## config.mk

```make
export PLATFORM = sky130hd
export DESIGN_NAME = hlpd_parser
export DESIGN_NICKNAME = d
export VERILOG_FILES = /design/src/sv/hlpd_pkg.sv /design/src/sv/hlpd_parser.sv
export SDC_FILE = /design/constraint.sdc
export NUM_CORES = 1
export LEC_CHECK = 0
export BUFFER_PORTS_ARGS = -buffer_cell sky130_fd_sc_hd__buf_2
export CAP_MARGIN = 10
export CORE_MARGIN = 8
export CORE_UTILIZATION = 50
export DETAILED_ROUTE_END_ITERATION = 16
export PLACE_DENSITY = 0.75
export RECOVER_POWER = 50
export SLEW_MARGIN = 30
export SYNTH_ARGS = -nofsm -noshare
export SYNTH_HDL_FRONTEND = slang
export SYNTH_SLANG_ARGS = --single-unit
export TNS_END_PERCENT = 30
```

## constraint.sdc

```tcl
create_clock -name clk -period 5.9 [get_ports clk]
set_input_delay 0.59 -clock clk [delete_from_list [all_inputs] [get_ports clk]]
set_output_delay 0.59 -clock clk [all_outputs]
set_load 0.02 [all_outputs]
```

## src/sv/hlpd_pkg.sv

```systemverilog
// hlpd_pkg: shared constants, codes and transfer structs of the hold list packet deframer
// no dependencies
`default_nettype none

package hlpd_pkg;

	localparam int MAX_HOLDS = 512;
	localparam int ADDR_W    = $clog2(MAX_HOLDS);
	localparam int CNT_W     = $clog2(MAX_HOLDS + 1);

	localparam logic [7:0] START_BYTE   = 8'd1;
	localparam logic [8:0] LENGTH_EXTRA = 9'd5;
	localparam logic [7:0] LAST_CMD_A   = 8'd84;
	localparam logic [7:0] LAST_CMD_B   = 8'd83;

	typedef enum logic [1:0] {
		OP_PUSH  = 2'd0,
		OP_READ  = 2'd1,
		OP_CLEAR = 2'd2,
		OP_NONE  = 2'd3
	} opcode_t;

	typedef enum logic [2:0] {
		EV_TAKEN     = 3'd0,
		EV_BAD_START = 3'd1,
		EV_SUM_FAIL  = 3'd2,
		EV_PKT_OK    = 3'd3,
		EV_PKT_LAST  = 3'd4,
		EV_READ_OK   = 3'd5,
		EV_READ_OOR  = 3'd6,
		EV_CLEARED   = 3'd7
	} event_t;

	typedef struct packed {
		logic              en;
		logic [ADDR_W-1:0] addr;
		logic [15:0]       position;
		logic [7:0]        color;
	} tbl_wr_t;

	typedef struct packed {
		logic              en;
		logic [ADDR_W-1:0] addr;
	} tbl_rd_t;

	typedef struct packed {
		event_t           ev;
		logic [CNT_W-1:0] count;
		logic             complete;
		logic             overflow;
	} step_res_t;

endpackage

`default_nettype wire

```

## src/sv/hlpd_parser.sv

```systemverilog
// hlpd_parser: packet framing state, checksum, record assembly and table bookkeeping
// depends on hlpd_pkg; drives the write and read ports of hlpd_table
`default_nettype none

module hlpd_parser (
	input  wire logic                  clk,
	input  wire logic                  arst_n,
	input  wire logic                  accept,
	input  wire logic [1:0]            opcode,
	input  wire logic [7:0]            data_byte,
	input  wire logic [8:0]            hold_index,
	output hlpd_pkg::tbl_wr_t          wr,
	output hlpd_pkg::tbl_rd_t          rd,
	output hlpd_pkg::step_res_t        res
);
	import hlpd_pkg::*;

	logic [8:0]       pos_q,   pos_n;
	logic [8:0]       len_q,   len_n;
	logic [7:0]       esum_q,  esum_n;
	logic [7:0]       sum_q,   sum_n;
	logic [7:0]       cmd_q,   cmd_n;
	logic [7:0]       low_q,   low_n;
	logic [7:0]       high_q,  high_n;
	logic [1:0]       phase_q, phase_n;
	logic [9:0]       pend_q,  pend_n;
	logic [CNT_W-1:0] cnt_q,   cnt_n;
	logic             cmpl_q,  cmpl_n;
	logic             ovf_q,   ovf_n;
	event_t           ev;
	logic [9:0]       p10;
	logic [9:0]       len10;
	logic [CNT_W:0]   slot;
	logic [CNT_W:0]   room;

	always_comb begin
		pos_n   = pos_q;
		len_n   = len_q;
		esum_n  = esum_q;
		sum_n   = sum_q;
		cmd_n   = cmd_q;
		low_n   = low_q;
		high_n  = high_q;
		phase_n = phase_q;
		pend_n  = pend_q;
		cnt_n   = cnt_q;
		cmpl_n  = cmpl_q;
		ovf_n   = ovf_q;
		ev      = EV_TAKEN;
		wr      = '0;
		rd      = '0;
		p10     = {1'b0, pos_q};
		len10   = {1'b0, len_q};
		slot    = '0;
		room    = '0;
		case (opcode_t'(opcode))
			OP_PUSH: begin
				if (cmpl_q) begin
					cnt_n  = '0;
					cmpl_n = 1'b0;
					ovf_n  = 1'b0;
				end
				if (pos_q == 9'd0 && data_byte != START_BYTE) begin
					pos_n   = '0;
					len_n   = '0;
					esum_n  = '0;
					sum_n   = '0;
					cmd_n   = '0;
					low_n   = '0;
					high_n  = '0;
					phase_n = '0;
					pend_n  = '0;
					ev      = EV_BAD_START;
				end else begin
					pos_n = pos_q + 9'd1;
					if (pos_q == 9'd1) begin
						len_n = {1'b0, data_byte} + LENGTH_EXTRA;
					end else if (pos_q == 9'd2) begin
						esum_n = data_byte;
					end else if (pos_q >= 9'd3) begin
						if (pos_q >= 9'd4 && p10 + 10'd2 <= len10) begin
							sum_n = sum_q + data_byte;
						end
						if (pos_q == 9'd4) begin
							cmd_n = data_byte;
						end
						if (pos_q >= 9'd5 && p10 + 10'd1 <= len10) begin
							case (phase_q)
								2'd0: begin
									low_n   = data_byte;
									phase_n = 2'd1;
								end
								2'd1: begin
									high_n  = data_byte;
									phase_n = 2'd2;
								end
								default: begin
									slot        = {1'b0, cnt_n} + {1'b0, pend_n};
									wr.en       = slot < (CNT_W+1)'(MAX_HOLDS);
									wr.addr     = slot[ADDR_W-1:0];
									wr.position = {high_n, low_n};
									wr.color    = data_byte;
									pend_n      = pend_n + 10'd1;
									phase_n     = 2'd0;
								end
							endcase
						end
						if (p10 + 10'd1 == len10) begin
							// trailing partial record gets color zero
							if (phase_n == 2'd2) begin
								slot        = {1'b0, cnt_n} + {1'b0, pend_n};
								wr.en       = slot < (CNT_W+1)'(MAX_HOLDS);
								wr.addr     = slot[ADDR_W-1:0];
								wr.position = {high_n, low_n};
								wr.color    = 8'd0;
								pend_n      = pend_n + 10'd1;
								phase_n     = 2'd0;
							end
							if (~sum_n == esum_q) begin
								room = (CNT_W+1)'(MAX_HOLDS) - {1'b0, cnt_n};
								if ((CNT_W+1)'(pend_n) > room) begin
									cnt_n = CNT_W'(MAX_HOLDS);
									ovf_n = 1'b1;
								end else begin
									cnt_n = cnt_n + CNT_W'(pend_n);
								end
								cmpl_n = (cmd_n == LAST_CMD_A) || (cmd_n == LAST_CMD_B);
								ev     = cmpl_n ? EV_PKT_LAST : EV_PKT_OK;
							end else begin
								ev = EV_SUM_FAIL;
							end
							pos_n   = '0;
							len_n   = '0;
							esum_n  = '0;
							sum_n   = '0;
							cmd_n   = '0;
							low_n   = '0;
							high_n  = '0;
							phase_n = '0;
							pend_n  = '0;
						end
					end
				end
			end
			OP_READ: begin
				rd.en   = 1'b1;
				rd.addr = hold_index;
				ev      = (CNT_W'(hold_index) < cnt_q) ? EV_READ_OK : EV_READ_OOR;
			end
			OP_CLEAR: begin
				cnt_n   = '0;
				cmpl_n  = 1'b0;
				ovf_n   = 1'b0;
				pos_n   = '0;
				len_n   = '0;
				esum_n  = '0;
				sum_n   = '0;
				cmd_n   = '0;
				low_n   = '0;
				high_n  = '0;
				phase_n = '0;
				pend_n  = '0;
				ev      = EV_CLEARED;
			end
			default: begin
				ev = EV_TAKEN;
			end
		endcase
		if (!accept) begin
			wr = '0;
			rd = '0;
		end
		res = '{ev: ev, count: cnt_n, complete: cmpl_n, overflow: ovf_n};
	end

	always_ff @(posedge clk or negedge arst_n) begin
		if (!arst_n) begin
			pos_q   <= '0;
			len_q   <= '0;
			esum_q  <= '0;
			sum_q   <= '0;
			cmd_q   <= '0;
			low_q   <= '0;
			high_q  <= '0;
			phase_q <= '0;
			pend_q  <= '0;
			cnt_q   <= '0;
			cmpl_q  <= 1'b0;
			ovf_q   <= 1'b0;
		end else if (accept) begin
			pos_q   <= pos_n;
			len_q   <= len_n;
			esum_q  <= esum_n;
			sum_q   <= sum_n;
			cmd_q   <= cmd_n;
			low_q   <= low_n;
			high_q  <= high_n;
			phase_q <= phase_n;
			pend_q  <= pend_n;
			cnt_q   <= cnt_n;
			cmpl_q  <= cmpl_n;
			ovf_q   <= ovf_n;
		end
	end

endmodule

`default_nettype wire

```

==> flow_metrics.tcl <==
set metrics [dict create \
    ant_nets 0 \
    status "complete, but fails checks" \
    antennaDiodeCount 0 \
    fillers 1298 \
    total_leakage_power_nw 4.751 \
    initial_core_util_pct 50.38 \
    route.detailed.drc 0 \
    finalCriticalPeriod_ns 6.367 \
    dr.pass1.iters 5 \
    cts_inserted_buffers 9 \
    first_global_vias 7605 \
    gp_congestion 0.9467 \
    cap_viol_max_count 2 \
    fin_crit_sh_pct 107.9 \
    synth_simple_gate_area_share_pct 20.73 \
    ctsLongestPathBuffers 2 \
    maxSlewViolCount 75 \
    r2r-end "cnt_q[9]" \
    critPathMaxFanout 5 \
    ys_seq_elements 82 \
    vias 8055 \
    multi_input_area_um2 5897 \
    fp.dieH_um 141.6 \
    worst_slew_pin_slew_ns 3.627 \
    synth.net_count 1061 \
    start_kind "flip-flop" \
    grt_pass1_wl_mm 38.61 \
    setup_viol 12 \
    hpwl_mm 17.32 \
    synth_compound_area_share_pct 23.32 \
    r2r_setup_slack_ns 0.22 \
    violations "max-capacitance violations, max-slew violations, negative setup slack" \
    grt-ovfl-total 0 \
    ys_types 71 \
    max_freq_ghz 0.1571 \
    h-tree-depth 3 \
    totalWireLength_mm 24.84 \
    yosysWarnings 0 \
    synth_ff_type "dfrtp_1" \
    avgSynthCellArea_um2 8.338 \
    rows 46 \
    p_per_area_nw_per_um2 183.3 \
    hold_violations 0 \
    regArea_um2 2057 \
    areaGrowthSynthToFinish_pct 26.38 \
    hp-class "primary input to asynchronous set/reset pin" \
    final_layout_size_suffix_gt1_share_pct 24.84 \
    crit_arrival_ns 5.78 \
    clock_latency_ns 0.36 \
    crit_required_ns 5.31 \
    grt_max_degree 66 \
    post_drt_wl_per_cell_um 18.84 \
    r2r-start "pos_q[0]" \
    place_ws_ns -0.02472 \
    fin_setup_tns_ns -3.251 \
    cts.sinks 82 \
    synthAdderAreaFrac_pct 15.13 \
    cts_tree "built" \
    antenna_found_initial 0 \
    slowest_delay_ns 0.45 \
    die_area_um2 20050 \
    slew_headroom_pct -141.8 \
    die-width_um 141.6 \
    synthArstFlopShare_pct 100.0 \
    worstSetupPathType "flip-flop to output pin" \
    vdd_ir_drop_max_mv 0.1744 \
    ios 81 \
    final.setup_skew_ns 0.01163 \
    synth_mux_area_share_pct 0.9835 \
    synth-xor-area-share_pct 8.661 \
    drt_iter0_drc 681 \
    rsz0062_at_grt "yes" \
    synth_edf_count 0 \
    final_nets 1213 \
    end_kind "output pin" \
    cp_slowest_cell "dfrtp_2" \
    r2r_cells 29 \
    cp_common_cell "o21ai_2" \
    track_usage_pct 23.63 \
    ys_seq_area_share_pct 26.02 \
    core_area_um2 15660 \
    syn_inst 946 \
    cts_root_buffer "clkbuf_16" \
    netlist_area_um2 7888 \
    timing.final.ws_setup_ns -0.4674 \
    clk_pin_slew_worst_paths_ns 0.07 \
    ctsHoldBuffers 0 \
    synth_top_family_by_area "compound AO/OA/AOI/OAI gates" \
    port-buffer-count 80 \
    routed_via_density 6.107 \
]
## stage by stage
stage | utilization, % | hold WS [ns] | cell area, um2 | cells | power, mW
3_5_place_dp | 56.65 | 0.4682 | 8869 | 1256 | 1.026
5_1_grt | 63.67 | 0.4792 | 9968 | 1319 | 1.898
3_3_place_gp | 56.65 | 0.4629 | 8869 | 1256 | 1.020
2_1_floorplan | - | 0.2944 | 7973 | 946 | 0.8678
4_1_cts | 61.92 | 0.1055 | 9694 | 1309 | 1.794
6_report | 63.67 | 0.4029 | 9968 | 1319 | 1.827
## cells by family after synthesis
kind of cell	count (synthesis)
mux	7
buf+inv	101
flops	82
simple gates	322
fa+ha+maj	93
compound gates	263
xor+xnor	78
## area by class of cell
| cell class | instances | share of cell area [%] |
|---|---|---|
| clock buffer | 10 | 2.397 |
| clock inverter | 6 | 0.7908 |
| inverter | 59 | 2.222 |
| multi-input combinational | 763 | 59.16 |
| sequential | 82 | 20.64 |
| tap | 216 | 2.711 |
| timing repair buffer | 183 | 12.09 |
## worst max-delay path: cells and delay by family, from the launching register on
family	cells	cell delay [ns]
DFF	1	0.45
xor gates and xnor gates	1	0.15
adders and majority gates	4	1.06
AOI/OAI and AO/OA	9	1.47
buffers and inverters	3	0.36
and+or+nand+nor	9	1.40
muxes	2	0.49
## how the worst max path moves through the flow
stage,startpoint,endpoint,cells after the start
after floorplan,pos_q[0],res[11],27
after global placement,pos_q[2],res[3],25
after detailed placement,pos_q[2],res[11],27
after CTS,pos_q[1],res[11],27
after global routing,pos_q[1],res[11],28
final,pos_q[0],res[11],28
## cell usage after synthesis, drive strengths merged, types with 4 or more instances
master   number  area [um2]
mux2i         4       40.04
ha           89        1114
a21oi        43       215.2
a32o          5       50.05
a21o         17       135.1
nand3        34       170.2
o2bb2ai       9       78.83
xnor2        50       437.9
o21bai        6       45.04
and2         14       87.58
a22o         43       376.6
fa            4       80.08
a31o          4       35.03
nand4b        4       35.03
or4           5       41.29
a31oi         6       37.54
nand2        80       300.3
o31ai        16       120.1
xor2         28       245.2
dfrtp        82        2052
or3          13       81.33
nand4        12       81.33
nor3         13       65.06
a22oi        17       127.6
buf           7       52.54
nor2b        13       81.33
nor4         10       77.57
nand3b        5       37.54
a211oi        6       50.05
nand2b        6       37.54
clkbuf       35       132.6
and3         28       175.2
nor2         75       281.5
inv          59       221.5
o21ai        60       300.3
## cell usage in the layout (no fill, tap or decap), types with 11 or more instances in the layout
master    synthesis  routed
xnor2_1          50      44
a22o_1           43      43
and2_1           14      13
buf_4             2     100
a22oi_1          17      17
o31ai_1          16      16
xor2_1           28      26
ha_1             89      84
inv_1            59      56
and3_1           28      27
nand2_1          80      75
a21oi_1          43      30
nand3_1          34      27
a21o_1           16      16
nor2b_1          13      13
nand4_1          11      11
o21ai_0          55      43
buf_2             3      54
clkbuf_1         34      19
nor3_1           13      11
nor2_1           75      70
dfrtp_1          82      78
## where the power goes
part	switching, mW	internal [mW]
Sequential	0.0132	0.575
Clock	0.269	0.350
Combinational	0.351	0.270
Total	0.633	1.19
## flip-flops by register name, summed over array words and instances (netlist names)
name and cells:
cnt_q 10, pend_q 10, len_q 9, pos_q 9, cmd_q 8, esum_q 8
high_q 8, low_q 8, sum_q 8, phase_q 2, cmpl_q 1, ovf_q 1
## repair_timing
item	CTS	global route
endpoints found under the setup margin	12	18
resized for setup	54	59
gates cloned	0	0
setup buffers	37	16
pin swaps	29	34
## per-layer routing
layer  GRT usage, %  up-vias  routed length, um
met1          30.15     3847              10640
li1               -     3768                  -
met2          38.85      369              11810
met4          9.666        0                707
met3          4.099       71               1694
met5              0        -                  0
(Power assumes the default switching activity.)
